**src/hw/rtl/vga_plane_pixel_serializer_assert.svh**
```systemverilog
// Assertion macros for the pixel serializer.
// Each macro expects signals named clk and arst_n in the module that uses it.
`ifndef VGA_PLANE_PIXEL_SERIALIZER_ASSERT_SVH
`define VGA_PLANE_PIXEL_SERIALIZER_ASSERT_SVH

`ifndef SYNTH

// Same-cycle implication.
`define VPPS_ASSERT_IMPL(name, ante, cons) \
	name: assert property (@(posedge clk) disable iff (!arst_n) (ante) |-> (cons)) \
		else $error("vpps: same-cycle check failed");

// Next-cycle implication.
`define VPPS_ASSERT_NEXT(name, ante, cons) \
	name: assert property (@(posedge clk) disable iff (!arst_n) (ante) |=> (cons)) \
		else $error("vpps: next-cycle check failed");

`else

`define VPPS_ASSERT_IMPL(name, ante, cons)
`define VPPS_ASSERT_NEXT(name, ante, cons)

`endif

`endif

```
**src/hw/rtl/vpps_pkg.sv**
```systemverilog
`default_nettype none

package vpps_pkg;

	localparam int PLANES      = 4;
	localparam int BYTE_W      = 8;
	localparam int PIX_W       = 4;
	localparam int MODE_W      = 2;
	localparam int PIX_PER_GRP = 8;
	localparam int PIX_IDX_W   = $clog2(PIX_PER_GRP);
	localparam logic [PIX_IDX_W-1:0] LAST_PIX = PIX_IDX_W'(PIX_PER_GRP - 1);

	localparam int QUEUE_DEPTH = 2;
	localparam int QPTR_W      = (QUEUE_DEPTH > 1) ? $clog2(QUEUE_DEPTH) : 1;
	localparam int QCNT_W      = $clog2(QUEUE_DEPTH + 1);

	// Shift mode register values.
	localparam logic [MODE_W-1:0] SHIFT_PLANAR      = 2'd0;
	localparam logic [MODE_W-1:0] SHIFT_INTERLEAVED = 2'd1;
	localparam logic [MODE_W-1:0] SHIFT_PACKED      = 2'd2;
	localparam logic [MODE_W-1:0] SHIFT_PACKED_ALT  = 2'd3;

	// Decode kind attached to each queued group.
	typedef logic [1:0] kind_t;
	localparam kind_t KIND_PLANAR      = 2'd0;
	localparam kind_t KIND_INTERLEAVED = 2'd1;
	localparam kind_t KIND_PACKED      = 2'd2;

	typedef logic [PLANES-1:0][BYTE_W-1:0] planes_t;

	typedef struct packed {
		kind_t   kind;
		planes_t planes;
	} q_entry_t;

endpackage

`default_nettype wire

```
**src/hw/rtl/vpps_grp_if.sv**
```systemverilog
`default_nettype none

interface vpps_grp_if;
	logic       valid;
	logic       ready;
	logic [7:0] plane0_byte;
	logic [7:0] plane1_byte;
	logic [7:0] plane2_byte;
	logic [7:0] plane3_byte;

	modport source (
		output valid, plane0_byte, plane1_byte, plane2_byte, plane3_byte,
		input  ready
	);
	modport sink (
		input  valid, plane0_byte, plane1_byte, plane2_byte, plane3_byte,
		output ready
	);
endinterface

`default_nettype wire

```
**src/hw/rtl/vpps_pix_if.sv**
```systemverilog
`default_nettype none

interface vpps_pix_if;
	logic       valid;
	logic       ready;
	logic [3:0] pixel_value;
	logic       last_pixel;

	modport source (
		output valid, pixel_value, last_pixel,
		input  ready
	);
	modport sink (
		input  valid, pixel_value, last_pixel,
		output ready
	);
endinterface

`default_nettype wire

```
**src/hw/rtl/vpps_cfg_if.sv**
```systemverilog
`default_nettype none

interface vpps_cfg_if;
	logic       valid;
	logic       ready;
	logic [1:0] shift_mode;

	modport source (
		output valid, shift_mode,
		input  ready
	);
	modport sink (
		input  valid, shift_mode,
		output ready
	);
endinterface

`default_nettype wire

```
**src/hw/rtl/vpps_front.sv**
```systemverilog
`default_nettype none

module vpps_front (
	input  wire logic              clk,
	input  wire logic              arst_n,
	vpps_cfg_if.sink               cfg,
	vpps_grp_if.sink               grp,
	input  wire logic              q_full,
	output      logic              q_push,
	output      vpps_pkg::q_entry_t q_wr_entry
);
	import vpps_pkg::*;

	logic [MODE_W-1:0] mode_q;
	kind_t             kind;

	assign cfg.ready = 1'b1;

	always_ff @(posedge clk or negedge arst_n) begin
		if (!arst_n) begin
			mode_q <= SHIFT_PLANAR;
		end else if (cfg.valid) begin
			mode_q <= cfg.shift_mode;
		end
	end

	// Both packed codes decode the same way, so they share one kind.
	always_comb begin
		if (mode_q == SHIFT_PLANAR) begin
			kind = KIND_PLANAR;
		end else if (mode_q == SHIFT_INTERLEAVED) begin
			kind = KIND_INTERLEAVED;
		end else if (mode_q inside {SHIFT_PACKED, SHIFT_PACKED_ALT}) begin
			kind = KIND_PACKED;
		end else begin
			kind = KIND_PLANAR;
		end
	end

	assign grp.ready = !q_full;
	assign q_push    = grp.valid && !q_full;

	assign q_wr_entry.kind   = kind;
	assign q_wr_entry.planes = {grp.plane3_byte, grp.plane2_byte,
	                            grp.plane1_byte, grp.plane0_byte};

endmodule

`default_nettype wire

```
**src/hw/rtl/vpps_queue.sv**
```systemverilog
`default_nettype none

module vpps_queue (
	input  wire logic               clk,
	input  wire logic               arst_n,
	input  wire logic               push,
	input  wire vpps_pkg::q_entry_t wr_entry,
	input  wire logic               pop,
	output      logic               full,
	output      logic               rd_valid,
	output      vpps_pkg::q_entry_t rd_entry
);
	import vpps_pkg::*;

	q_entry_t          slots_q [QUEUE_DEPTH];
	logic [QPTR_W-1:0] wr_ptr_q;
	logic [QPTR_W-1:0] rd_ptr_q;
	logic [QCNT_W-1:0] cnt_q;
	logic              do_push;
	logic              do_pop;

	assign full     = (cnt_q == QCNT_W'(QUEUE_DEPTH));
	assign rd_valid = (cnt_q != '0);
	assign rd_entry = slots_q[rd_ptr_q];
	assign do_push  = push && !full;
	assign do_pop   = pop && rd_valid;

	function automatic logic [QPTR_W-1:0] next_ptr(input logic [QPTR_W-1:0] p);
		if (p == QPTR_W'(QUEUE_DEPTH - 1)) begin
			next_ptr = '0;
		end else begin
			next_ptr = p + 1'b1;
		end
	endfunction

	always_ff @(posedge clk) begin
		if (do_push) begin
			slots_q[wr_ptr_q] <= wr_entry;
		end
	end

	always_ff @(posedge clk or negedge arst_n) begin
		if (!arst_n) begin
			wr_ptr_q <= '0;
			rd_ptr_q <= '0;
			cnt_q    <= '0;
		end else begin
			if (do_push) begin
				wr_ptr_q <= next_ptr(wr_ptr_q);
			end
			if (do_pop) begin
				rd_ptr_q <= next_ptr(rd_ptr_q);
			end
			if (do_push && !do_pop) begin
				cnt_q <= cnt_q + 1'b1;
			end else if (do_pop && !do_push) begin
				cnt_q <= cnt_q - 1'b1;
			end
		end
	end

endmodule

`default_nettype wire

```
**src/hw/rtl/vpps_back.sv**
```systemverilog
`default_nettype none

`include "vga_plane_pixel_serializer_assert.svh"

module vpps_back (
	input  wire logic               clk,
	input  wire logic               arst_n,
	input  wire logic               q_valid,
	input  wire vpps_pkg::q_entry_t q_entry,
	output      logic               q_pop,
	vpps_pix_if.source              pix
);
	import vpps_pkg::*;

	logic [PIX_IDX_W-1:0] cnt_q;
	logic                 out_vld_q;
	logic [PIX_W-1:0]     out_pix_q;
	logic                 out_last_q;
	logic                 load;

	function automatic logic [PIX_W-1:0] decode_pixel(input q_entry_t e,
	                                                  input logic [PIX_IDX_W-1:0] k);
		logic [2:0]        b;
		logic [2:0]        sh;
		logic              half;
		logic [BYTE_W-1:0] sel_byte;
		b        = ~k;
		sh       = {~k[1:0], 1'b0};
		half     = k[2];
		sel_byte = e.planes[k[2:1]];
		case (e.kind)
			KIND_PLANAR: begin
				decode_pixel = {e.planes[3][b], e.planes[2][b],
				                e.planes[1][b], e.planes[0][b]};
			end
			KIND_INTERLEAVED: begin
				decode_pixel = {e.planes[{1'b1, half}][sh +: 2],
				                e.planes[{1'b0, half}][sh +: 2]};
			end
			KIND_PACKED: begin
				decode_pixel = k[0] ? sel_byte[3:0] : sel_byte[7:4];
			end
			default: begin
				decode_pixel = '0;
			end
		endcase
	endfunction

	// A new pixel goes into the output register whenever the queue holds a group and the register is empty or drains.
	assign load  = q_valid && (!out_vld_q || pix.ready);
	assign q_pop = load && (cnt_q == LAST_PIX);

	always_ff @(posedge clk or negedge arst_n) begin
		if (!arst_n) begin
			cnt_q     <= '0;
			out_vld_q <= 1'b0;
		end else begin
			if (load) begin
				cnt_q     <= cnt_q + 1'b1;
				out_vld_q <= 1'b1;
			end else if (pix.ready) begin
				out_vld_q <= 1'b0;
			end
		end
	end

	always_ff @(posedge clk) begin
		if (load) begin
			out_pix_q  <= decode_pixel(q_entry, cnt_q);
			out_last_q <= (cnt_q == LAST_PIX);
		end
	end

	assign pix.valid       = out_vld_q;
	assign pix.pixel_value = out_pix_q;
	assign pix.last_pixel  = out_last_q;

	// A group stays at the queue head until all its pixels have been loaded into the output register.
	`VPPS_ASSERT_IMPL(a_head_held_mid_group, cnt_q != '0, q_valid)
	// Once the closing pixel of a group is on the port, the count has restarted.
	`VPPS_ASSERT_IMPL(a_last_restarts_count, pix.valid && pix.last_pixel, cnt_q == '0)
	// Loading the eighth pixel presents a marked beat on the next cycle.
	`VPPS_ASSERT_NEXT(a_last_marked, load && cnt_q == LAST_PIX, out_vld_q && out_last_q)

endmodule

`default_nettype wire

```
**src/hw/rtl/vga_plane_pixel_serializer.sv**
```systemverilog
// Channel | Dir | Beat payload                          | Accepted when
// --------+-----+---------------------------------------+---------------------
// cfg     | in  | shift_mode[1:0]                       | cfg.valid & cfg.ready
// grp     | in  | plane0_byte..plane3_byte, 8 bits each | grp.valid & grp.ready
// pix     | out | pixel_value[3:0], last_pixel          | pix.valid & pix.ready
//
// Each group beat yields eight pixel beats, one per cycle unless pix.ready
// stalls the output register. An accepted group passes through a queue slot
// and then the output register before its first pixel beat appears, when
// the queue is empty and the output register is free or
// draining. The two-entry queue lets up to two groups wait while the output
// stalls. arst_n clears the shift mode to planar, empties the queue and drops
// pix.valid. cfg is always ready.
`default_nettype none

module vga_plane_pixel_serializer (
	input  wire logic  clk,
	input  wire logic  arst_n,
	vpps_cfg_if.sink   cfg,
	vpps_grp_if.sink   grp,
	vpps_pix_if.source pix
);
	import vpps_pkg::*;

	// Front: holds the shift mode register, tags each incoming group with its
	// decode kind and pushes it into the queue while there is room.
	logic     q_push;
	q_entry_t q_wr_entry;
	logic     q_full;

	// Back: walks the head group one pixel per cycle unless pix.ready stalls,
	// and pops it as the eighth pixel is loaded into the output register.
	logic     q_valid;
	q_entry_t q_rd_entry;
	logic     q_pop;

	vpps_front u_front (
		.clk        (clk),
		.arst_n     (arst_n),
		.cfg        (cfg),
		.grp        (grp),
		.q_full     (q_full),
		.q_push     (q_push),
		.q_wr_entry (q_wr_entry)
	);

	vpps_queue u_queue (
		.clk      (clk),
		.arst_n   (arst_n),
		.push     (q_push),
		.wr_entry (q_wr_entry),
		.pop      (q_pop),
		.full     (q_full),
		.rd_valid (q_valid),
		.rd_entry (q_rd_entry)
	);

	vpps_back u_back (
		.clk     (clk),
		.arst_n  (arst_n),
		.q_valid (q_valid),
		.q_entry (q_rd_entry),
		.q_pop   (q_pop),
		.pix     (pix)
	);

endmodule

`default_nettype wire
```
**src/flat_wrapper.sv**
```systemverilog
// flat-port wrapper written by rule: the top's interface ports become plain ports
module vga_plane_pixel_serializer_flat import vpps_pkg::*;
  (clk, arst_n, cfg_valid, cfg_shift_mode, cfg_ready, grp_valid, grp_plane0_byte, grp_plane1_byte, grp_plane2_byte, grp_plane3_byte, grp_ready, pix_valid, pix_pixel_value, pix_last_pixel, pix_ready);
  vpps_cfg_if cfg_i ();
  vpps_grp_if grp_i ();
  vpps_pix_if pix_i ();
  input  wire logic clk;
  input  wire logic arst_n;
  input wire logic [$bits(cfg_i.valid)-1:0] cfg_valid;
  input wire logic [$bits(cfg_i.shift_mode)-1:0] cfg_shift_mode;
  output wire logic [$bits(cfg_i.ready)-1:0] cfg_ready;
  input wire logic [$bits(grp_i.valid)-1:0] grp_valid;
  input wire logic [$bits(grp_i.plane0_byte)-1:0] grp_plane0_byte;
  input wire logic [$bits(grp_i.plane1_byte)-1:0] grp_plane1_byte;
  input wire logic [$bits(grp_i.plane2_byte)-1:0] grp_plane2_byte;
  input wire logic [$bits(grp_i.plane3_byte)-1:0] grp_plane3_byte;
  output wire logic [$bits(grp_i.ready)-1:0] grp_ready;
  output wire logic [$bits(pix_i.valid)-1:0] pix_valid;
  output wire logic [$bits(pix_i.pixel_value)-1:0] pix_pixel_value;
  output wire logic [$bits(pix_i.last_pixel)-1:0] pix_last_pixel;
  input wire logic [$bits(pix_i.ready)-1:0] pix_ready;
  assign cfg_i.valid = cfg_valid;
  assign cfg_i.shift_mode = cfg_shift_mode;
  assign cfg_ready = cfg_i.ready;
  assign grp_i.valid = grp_valid;
  assign grp_i.plane0_byte = grp_plane0_byte;
  assign grp_i.plane1_byte = grp_plane1_byte;
  assign grp_i.plane2_byte = grp_plane2_byte;
  assign grp_i.plane3_byte = grp_plane3_byte;
  assign grp_ready = grp_i.ready;
  assign pix_valid = pix_i.valid;
  assign pix_pixel_value = pix_i.pixel_value;
  assign pix_last_pixel = pix_i.last_pixel;
  assign pix_i.ready = pix_ready;
  vga_plane_pixel_serializer u_core (.clk(clk), .arst_n(arst_n), .cfg(cfg_i), .grp(grp_i), .pix(pix_i));
endmodule
```
**config.mk**
```make
export PLATFORM = sky130hd
export DESIGN_NAME = vga_plane_pixel_serializer_flat
export DESIGN_NICKNAME = d
export VERILOG_FILES = /design/src/hw/rtl/vpps_pkg.sv /design/src/hw/rtl/vpps_grp_if.sv /design/src/hw/rtl/vpps_pix_if.sv /design/src/hw/rtl/vpps_cfg_if.sv /design/src/hw/rtl/vpps_front.sv /design/src/hw/rtl/vpps_queue.sv /design/src/hw/rtl/vpps_back.sv /design/src/hw/rtl/vga_plane_pixel_serializer.sv /design/src/flat_wrapper.sv
export VERILOG_INCLUDE_DIRS = /design/src /design/src/hw/rtl
export SDC_FILE = /design/constraint.sdc
export NUM_CORES = 1
export LEC_CHECK = 0
export BUFFER_PORTS_ARGS = -buffer_cell sky130_fd_sc_hd__buf_2
export CAP_MARGIN = 0
export CELL_PAD_IN_SITES_DETAIL_PLACEMENT = 0
export CELL_PAD_IN_SITES_GLOBAL_PLACEMENT = 1
export CORE_MARGIN = 3
export CORE_UTILIZATION = 35
export DETAILED_ROUTE_END_ITERATION = 12
export HOLD_SLACK_MARGIN = 0.15
export PLACE_DENSITY_LB_ADDON = 0.1
export REMOVE_ABC_BUFFERS = 1
export SYNTH_ARGS = -nofsm -noshare
export SYNTH_HDL_FRONTEND = slang
export SYNTH_HIERARCHICAL = 1
export SYNTH_SLANG_ARGS = --single-unit
```
**constraint.sdc**
```tcl
create_clock -name clk -period 4.5 [get_ports clk]
set_input_delay 0.675 -clock clk [delete_from_list [all_inputs] [get_ports clk]]
set_output_delay 0.675 -clock clk [all_outputs]
set_load 0.005 [all_outputs]
```
==> impl_results.md, run 1 <==
* Outcome: finished clean
* Sw frac at 0.3188
* Worst skew pair latency at 0.34 ns
* CTS Buffer Depth at 2
* Final Skew at 0.006134 ns
* Sequential share of the synthesized area at 0.5645
* Initial antenna violation count at 0
* Fin crit share at 0.6123
* CTS tree: built
* Mapped Cells at 265
* YS warnings at 6
* FMAX at 0.3629 GHz
* Clock Power Share at 0.227
* ANT cells at 0
* Flop pwr share at 0.404
* Nets at 320
* GRT overflow at 0
* Leak at 1.788 nW
* Initial Util at 0.3679
* Antenna violation net count after detailed routing at 0
* Slew Limit Fails at 0
* Synth Flop Type: edfxtp_1
* Pre-antenna DRT Iters at 4
* Die area at 0.01373 mm^2
* Core area at 0.01176 mm^2
* Final TNS setup at 0 ns
* Mapped cell area at 0.004327 mm^2
* Pwr Total at 3.348 mW
* RSZ-0062 raised after global routing: no
* FP Rows at 39
* Die width at 117.2 um
* Worst-path clk slew at 0.06 ns
* Chip height at 117.2 um
* Final Hold Viols at 0
* Worst Path Max Fanout at 35
* Num ports at 47
* Drt drc at 0
* CTS sink cnt at 83
* Via-to-Cell Ratio at 4.819
* # setup viols final at 0
* Kind of critical path: flip-flop to flip-flop
* Required @ worst endpoint at 4.56 ns
* Tmin final at 2.755 ns
* CP endpoint kind: flip-flop
* Post_cts resized at 0
* Routed vias at 2154
* Drt wl/cell at 17.96 um
* Layout cells sized above 1 at 0.4134
* Hold-fix buffers, CTS at 0
* Mapped Avg Cell Area at 16.33 um^2
* HPWL after detailed placement at 5367 um
* Ys async rst share at 0.1205
* Initial DRC count at 112
* Pwr dens at 709.7 mW/mm^2
* Vias in the first global route at 2186
* Worst slew pin tran at 1.112 ns
* Internal power at 2.280 mW
* CTS Buf Count at 9
* Hold WC Path Type: input port to async pin
* Comb power frac at 0.369
* Synth-to-Final Area Change at 9.022%
* Max Cap Viol at 0
* Postcts setup bufs at 0
* Utilization after layout at 0.4011
* Root buffer cell: clkbuf_16
* Final GP Congestion at 0.8005
* DRT Wirelength at 8027 um
* Net switching power of the design at 1.067 mW
* Yosys cell types at 36
* Port Buffers at 45
* Slew Limit Headroom at 0.2587
* EDFF count, synth at 73
* Flop and latch count out of synthesis at 83
* Worst vdd ir at 0.2383 mV
* Arr. time, crit path at 2.81 ns
* First-pass GRT wire length at 12510 um
* Tot GR Track Use at 0.1279
* CP startpoint kind: flip-flop
* Pin count of the biggest net entering global routing at 36
* Htree depth at 3
-- cell usage after synthesis (4+ instances only) --
| library cell | number | area, um^2 |
|---|---|---|
| a21oi_1 | 4 | 20.02 |
| a32oi_1 | 4 | 35.03 |
| buf_2 | 4 | 20.02 |
| buf_4 | 34 | 255.2 |
| dfrtp_1 | 10 | 250.2 |
| edfxtp_1 | 73 | 2192 |
| inv_1 | 5 | 18.77 |
| mux2_2 | 9 | 101.4 |
| mux2_4 | 29 | 435.4 |
| mux2i_1 | 7 | 70.07 |
| mux4_1 | 6 | 157.7 |
| mux4_2 | 13 | 292.8 |
| nand2_1 | 6 | 22.52 |
| nand2b_1 | 8 | 50.05 |
| nand3_1 | 4 | 20.02 |
| nor2_1 | 9 | 33.78 |
| nor2b_1 | 4 | 25.02 |
| xnor2_1 | 4 | 35.03 |
-- power groups by stage --
stage / Clock, mW / Combinational (mW) / Sequential (mW)
floorplan: 0 / 0.944 / 1.31
global placement: 0 / 1.26 / 1.38
detailed placement: 0 / 1.25 / 1.38
CTS: 0.792 / 1.25 / 1.37
global route: 0.817 / 1.35 / 1.40
finish: 0.761 / 1.23 / 1.35
-- worst max-delay path, cell delays in order (launching register included) --
cell and delay (ns):
dfrtp_2 1.10, mux2_2 0.48, mux4_1 0.52, a32oi_1 0.21
o221ai_1 0.17
-- final timing paths --
path | start | endpoint | slack, ns | depth (start not counted)
max | u_core/u_queue/rd_ptr_q | u_core/u_back/pix.pixel_value[1] | 1.74 | 4
min | arst_n | u_core/u_queue/cnt_q[1] | 0.19 | 1
max reg2reg | u_core/u_queue/rd_ptr_q | u_core/u_back/pix.pixel_value[1] | 1.74 | 4
min reg2reg | u_core/u_queue/cnt_q[1] | u_core/u_queue/cnt_q[1] | 0.50 | 1
max in group asynchronous | arst_n | u_core/u_queue/rd_ptr_q | 4.10 | 1
min in group clk | u_core/u_queue/cnt_q[1] | u_core/u_queue/cnt_q[1] | 0.50 | 1
-- layout make-up --
cell class                 count  area, um^2
multi-input combinational    132        1500
clock inverter                 6       80.08
inverter                       5       18.77
timing repair buffer          47       240.2
clock buffer                  10       229.0
tap                          164       205.2
sequential                    83        2444
fill                        1107        7043
-- registers in the layout, indices dropped and copies added, names as in the netlist --
register and cells:
u_core/u_queue/wr_ptr_q 1, u_core/u_back/pix.last_pixel 1, u_core/u_back/pix.valid 1, u_core/u_front/mode_q 2, u_core/u_back/pix.pixel_value 4, u_core/u_queue/cnt_q 2, u_core/u_back/cnt_q 3, u_core/u_queue/rd_ptr_q 1
u_core/u_queue/slots_q 68
-- routing by layer --
| metal | GRT usage | vias to the layer above | part of all wire |
|---|---|---|---|
| met5 | 0 | - | 0 |
| met3 | 0.04267 | 8 | 0.048 |
| li1 | - | 1018 | - |
| met2 | 0.1867 | 51 | 0.46 |
| met4 | 0.05963 | 0 | 0.013 |
| met1 | 0.1723 | 1077 | 0.48 |
-- kinds of logic (layout without fill, tap and decap cells) --
group	after synthesis	in the layout	share of synthesized area
AOI/OAI and AO/OA	18	18	0.03152
xor gates and xnor gates	6	6	0.01215
adders and majority gates	3	3	0.008676
buffers and inverters	50	68	0.09051
DFF	83	83	0.5645
muxes	64	64	0.2444
other	1	1	0.0008667
and+or+nand+nor	40	40	0.04743
-- through the flow --
stage / cells / area, um^2 / setup slack (ns) / hold slack [ns]
after floorplan: 220 / 3954 / 1.639 / 0.3794
after global placement: 431 / 4408 / 1.747 / 0.4811
after detailed placement: 431 / 4408 / 1.730 / 0.4910
after CTS: 447 / 4717 / 1.718 / 0.1812
after global routing: 447 / 4717 / 1.613 / 0.1975
final: 447 / 4717 / 1.745 / 0.1892
-- placed cells by master (no fill, tap or decap), types with 6 or more instances in the layout --
master     count
buf_2         45
clkbuf_16      9
dfrtp_1        9
edfxtp_1      73
mux2_2         9
mux2_4        29
mux2i_1        7
mux4_1         6
mux4_2        13
nand2_1        6
nand2b_1       8
nor2_1         8
Note: power is estimated with default switching activity, not from simulation.
==> run 2: changes to the inputs <==
clock period = 2.5 ns   (was 4.5 ns; I/O delays follow)
==> run 2 against run 1 <==
  * Global-route usage grew 0.051 points
  * Sequential share of layout area fell by 1.2 points
  * Utilization rose by 0.93 points
  * Critical path depth is 1 higher
  * First-iteration DRC count is 38% higher
  * Non-clock buffer count rose by 8
  * Combinational power increased by 120%
  * Final cell count rose by 1.8%
  * Clock skew shrank 0.0022 ns
  * Flip-flop and latch count stayed put
  * Critical endpoint unchanged
  * Largest cell class unchanged
==> impl_results.md, run 2 (synthesis results as in run 1) <==
* Pre-antenna DRT Iters at 4
* CP startpoint kind: flip-flop
* DRT Wirelength at 8108 um
* Synth-to-Final Area Change at 11.54%
* Area occupied by multi-input gates at 0.001500 mm^2
* Via-to-Cell Ratio at 4.837
* Initial Util at 0.3679
* Comb power frac at 0.433
* CTS tree: built
* CTS Buffer Depth at 2
* Worst-path clk slew at 0.06 ns
* Net switching power of the design at 1.975 mW
* Core area at 0.01176 mm^2
* Final GP Congestion at 0.7782
* Worst vdd ir at 0.5227 mV
* Tot GR Track Use at 0.1284
* Clock Power Share at 0.224
* GRT overflow at 0
* Die width at 117.2 um
* Kind of critical path: flip-flop to flip-flop
* Htree depth at 3
* Layout cells sized above 1 at 0.4261
* # setup viols final at 0
* FMAX at 0.4453 GHz
* Worst Path Max Fanout at 16
* HPWL after detailed placement at 5702 um
* Final Skew at 0.003893 ns
* Final Instance Area at 0.004826 mm^2
* Slew Limit Fails at 0
* Required @ worst endpoint at 2.56 ns
* CP endpoint kind: flip-flop
* Worst Path Buf+Inv at 1
* CP max stage delay at 0.51 ns
* Inst Count DP at 438
* Final Hold Viols at 0
* Root buffer cell: clkbuf_16
* Pin count of the biggest net entering global routing at 35
* Max Cap Viol at 0
* Start point of the critical path: u_core/u_queue/rd_ptr_q
* Initial DRC count at 154
* Max reg flops at 68
* CP delay by family, top: multiplexers
* RSZ-0062 raised after global routing: no
* ANT cells at 0
* Initial antenna violation count at 0
* Area occupied by registers at 0.002444 mm^2
* Chip height at 117.2 um
* Internal power at 4.212 mW
* Post-Layout Cell Count at 455
* Biggest register: u_core/u_queue/slots_q
* Slowest cell on crit path: mux4_1
* Drt drc at 0
* Pwr dens at 1282 mW/mm^2
* First-pass GRT wire length at 13010 um
* Routed vias at 2201
* Flop pwr share at 0.343
* Arr. time, crit path at 2.30 ns
* Commonest non-fill, non-tap cell in the layout: edfxtp_1
* R2r setup slk at 0.25 ns
* Nets at 328
* Fillers at 1103
* Stages on worst setup path at 5
* Worst hold endpoint: u_core/u_queue/slots_q[1][20]
* Die area at 0.01373 mm^2
* Num ports at 47
* FF-to-FF Start: u_core/u_queue/rd_ptr_q
* Leak at 1.831 nW
* Drt wl/cell at 17.82 um
* Slew Limit Headroom at 0.5905
* Tmin final at 2.246 ns
* Sw frac at 0.3192
* Pwr Total at 6.186 mW
* Worst path cell trace: buf_4, mux2_2, mux4_1, a32oi_1, o221ai_1
* FP Rows at 39
* Worst slew pin tran at 0.6119 ns
* CTS Buf Count at 9
* Hold WC Path Type: input port to flip-flop
* RR Endpoint: u_core/u_back/pix.pixel_value[1]
* Dpl cell area at 0.004498 mm^2
* Worst Hold Launch: grp_plane2_byte[4]
* Hold-critical path depth at 1
* Outcome: finished clean
* Port Buffers at 45
* Commonest cells after routing, fill and taps aside: edfxtp_1 (73), buf_2 (45), mux2_4 (29)
* Worst skew pair latency at 0.33 ns
* CTS sink cnt at 83
* Antenna violation net count after detailed routing at 0
* Utilization after layout at 0.4104
* Vias in the first global route at 2331
* Reg2reg path depth at 5
* Fin crit share at 0.8983
-- run 2: how the worst max path moves through the flow --
stage / end / slack (ns)
floorplan: u_core/u_back/pix.pixel_value[1] / -0.36
global placement: u_core/u_back/pix.pixel_value[1] / 0.33
detailed placement: u_core/u_back/pix.pixel_value[1] / 0.28
CTS: u_core/u_back/pix.pixel_value[1] / 0.25
global route: u_core/u_back/pix.pixel_value[1] / 0.20
finish: u_core/u_back/pix.pixel_value[1] / 0.25
-- run 2: metal layers --
metal,vias up,global-route usage,wire length (um)
met4,0,0.04358,119
met1,1115,0.1769,3886
met5,-,0,0
li1,1025,-,-
met3,8,0.03805,319
met2,53,0.1946,3783
-- run 2: layout make-up --
class | count | area share
clock buffers | 9 | 0.04667
clock inverters | 7 | 0.01919
flip-flops and latches | 83 | 0.5064
well taps | 164 | 0.04252
inverters | 5 | 0.003889
repair buffers | 55 | 0.07052
multi-input cells | 132 | 0.3109
-- run 2: timing repair --
| action | 4_1_cts | 5_1_grt |
|---|---|---|
| hold endpoints to repair | 10 | 0 |
| resized for setup | 0 | 0 |
| hold buffers | 1 | 0 |
| buffers inserted | 0 | 0 |
-- run 2: metrics by stage --
step | hold WS (ns) | setup slack [ns] | TNS, ns
6_report | 0.2238 | 0.2543 | 0
5_1_grt | 0.2109 | 0.1964 | 0
4_1_cts | 0.2110 | 0.2521 | 0
3_5_place_dp | 0.2598 | 0.2753 | 0
3_3_place_gp | 0.2602 | 0.3284 | 0
2_1_floorplan | 0.07941 | -0.3610 | -6.601
-- run 2: power by group through the flow --
stage               logic, mW  registers (mW)  clock network, mW
global route             2.92            2.16               1.49
global placement         2.72            2.16                  0
floorplan                1.70            2.36                  0
CTS                      2.72            2.13               1.43
finish                   2.68            2.12               1.39
detailed placement       2.72            2.15                  0
==> run 3: changes to the inputs <==
CTS_CLUSTER_DIAMETER = 120   (was not set)
SYNTH_HIERARCHICAL = not set   (was 1)
==> run 3 against run 2 <==
  * Sequential power grew 9.4%
  * Via count is 18% higher
  * Utilization increased by 1.1 points
  * Total power grew 1.2%
  * Fmax shrank 3.0%
  * Area after synthesis increased by 0.23%
  * Register-to-register slack lost 0.07 ns
  * Setup slack worse by 0.068 ns
  * Final area is 5.4% higher
  * Non-clock buffer count is 7 higher
  * Highest routed layer unchanged
==> impl_results.md, run 3 <==
* Final GP Congestion at 0.8108
* Biggest register: u_core.u_queue.slots_q
* CP startpoint kind: flip-flop
* Htree depth at 3
* Worst skew pair latency at 0.34 ns
* Commonest cells after routing, fill and taps aside: edfxtp_1 (73), buf_2 (45), mux4_2 (42)
* Utilization after layout at 0.4218
* CTS tree: built
* Worst path cell trace: mux4_2, a2111oi_2, a211oi_1, or4_1
* Most frequent cell after synthesis: edfxtp_1
* Worst-path clk slew at 0.06 ns
* Slew Limit Fails at 0
* Mapped Avg Cell Area at 16.74 um^2
* Pin count of the biggest net entering global routing at 35
* Pre-antenna DRT Iters at 4
* Slowest cell on crit path: mux4_2
* Yosys cell types at 44
* RSZ-0062 raised after global routing: no
* Mapped Cells at 259
* Worst Path Buf+Inv at 0
* Drt wl/cell at 20.71 um
* Final Hold Viols at 0
* CTS Buffer Depth at 2
* Core area at 0.01206 mm^2
* Worst vdd ir at 0.5025 mV
* Worst Path Max Fanout at 9
* Internal power at 4.093 mW
* Die width at 117.3 um
* Vias in the first global route at 2770
* Initial Util at 0.3595
* # setup viols final at 0
* DRT Wirelength at 10070 um
* FMAX at 0.4321 GHz
* Pwr dens at 1230 mW/mm^2
* Antenna violation net count after detailed routing at 0
* GRT overflow at 0
* Tmin final at 2.314 ns
* Synth Flop Type: edfxtp_1
* Comb power frac at 0.442
* Initial DRC count at 138
* Final WS setup at 0.1860 ns
* Ranking of synthesized cells by area: edfxtp_1 (51%), mux4_2 (22%), dfrtp_1 (5.8%), mux4_1 (2.4%), mux2_2 (2.1%)
* Commonest cells post-synth: edfxtp_1 (73), mux4_2 (42), nor2_1 (17), buf_2 (13), nand2_1 (11)
* ANT cells at 0
* Nets at 355
* Routed vias at 2608
* Leak at 1.800 nW
* First-pass GRT wire length at 16340 um
* YS warnings at 0
* CP endpoint kind: flip-flop
* Tot GR Track Use at 0.1553
* Drt drc at 0
* Required @ worst endpoint at 2.58 ns
* Fin crit share at 0.9256
* Synth-to-Final Area Change at 17.31%
* Sequential share of the synthesized area at 0.5632
* EDFF count, synth at 73
* Ys async rst share at 0.1205
* Max Cap Viol at 0
* CTS sink cnt at 83
* Net switching power of the design at 2.167 mW
* Clock Power Share at 0.188
* Final TNS setup at 0 ns
* Max reg flops at 68
* Sw frac at 0.3461
* Layout cells sized above 1 at 0.4057
* Hold WC Path Type: input port to flip-flop
* HPWL after detailed placement at 7345 um
* Initial antenna violation count at 0
* Area leader, netlist: edfxtp_1
* Root buffer cell: clkbuf_16
* Via-to-Cell Ratio at 5.366
* Kind of critical path: flip-flop to flip-flop
* DP Worst Slack at 0.1924 ns
* Final Skew at 0.007094 ns
* Commonest non-fill, non-tap cell in the layout: edfxtp_1
* Flop and latch count out of synthesis at 83
* Postcts setup bufs at 0
* Port Buffers at 45
* CP max stage delay at 0.57 ns
* CTS Buf Count at 9
* Die area at 0.01376 mm^2
* Arr. time, crit path at 2.39 ns
* Num ports at 47
* FP Rows at 40
* Top cell type's share of synthesized area at 0.5055
* Post_cts resized at 0
* Hold-fix buffers, CTS at 1
* Chip height at 117.3 um
* Mapped cell area at 0.004337 mm^2
* Flop pwr share at 0.370
* Outcome: finished clean
* CP delay by family, top: multiplexers
[run 3: cell types whose count changed after synthesis, moves of 6 or more]
cell / change
mux2_4: -29
o21ai_0: +6
buf_4: -33
buf_2: +9
mux4_2: +29
nor2_1: +8
[run 3: routing by layer]
| layer | global-route usage | share of wire |
|---|---|---|
| met5 | 0 | 0 |
| met4 | 0.05205 | 0.016 |
| met3 | 0.03761 | 0.050 |
| met2 | 0.2359 | 0.46 |
| met1 | 0.2210 | 0.47 |
[run 3: through the flow]
stage / instances / total power [mW] / hold slack (ns) / instance area (um^2)
finish: 486 / 6.259 / 0.2222 / 5087
global route: 486 / 6.684 / 0.2059 / 5087
CTS: 486 / 6.347 / 0.2078 / 5087
detailed placement: 469 / 5.144 / 0.2602 / 4815
global placement: 469 / 5.144 / 0.2650 / 4815
floorplan: 240 / 4.222 / 0.07941 / 4238
[run 3: layout make-up]
type	count	area, um^2
Tap cell	168	210.2
Clock inverter	5	30.03
Inverter	6	22.52
Timing Repair Buffer	62	367.9
Multi-Input combinational cell	151	1780
Clock buffer	11	232.7
Fill cell	1119	6974
Sequential cell	83	2444
[run 3: kinds of logic after synthesis]
family | Yosys count | share of synthesized area
XOR/XNOR | 6 | 0.01212
AO/OA/AOI/OAI | 32 | 0.05453
AND/OR/NAND/NOR | 47 | 0.05107
adder cells (fa/ha/maj) | 3 | 0.008656
multiplexers | 62 | 0.2816
flip-flops | 83 | 0.5632
buffers and inverters | 25 | 0.02798
other | 1 | 0.0008647
[run 3: path summary, 6_finish.rpt]
check	from	endpoint	slack (ns)	cells after the start
max in group asynchronous	arst_n	u_core.u_queue.rd_ptr_q	1.85	2
worst min register to register	u_core.u_queue.cnt_q[1]	u_core.u_queue.cnt_q[1]	0.50	1
worst max-delay path	u_core.u_queue.rd_ptr_q	u_core.u_back.pix.pixel_value[2]	0.19	4
worst min-delay path	grp_plane3_byte[4]	u_core.u_queue.slots_q[0][28]	0.22	1
worst max register to register	u_core.u_queue.rd_ptr_q	u_core.u_back.pix.pixel_value[2]	0.19	4
min in group asynchronous	arst_n	u_core.u_queue.rd_ptr_q	0.44	2
[run 3: power groups by stage]
stage               Sequential, mW  Clock, mW  Combinational (mW)
floorplan                     2.50          0                1.72
global placement              2.35          0                2.80
detailed placement            2.34          0                2.80
CTS                           2.32       1.21                2.81
global route                  2.37       1.27                3.05
finish                        2.32       1.18                2.77
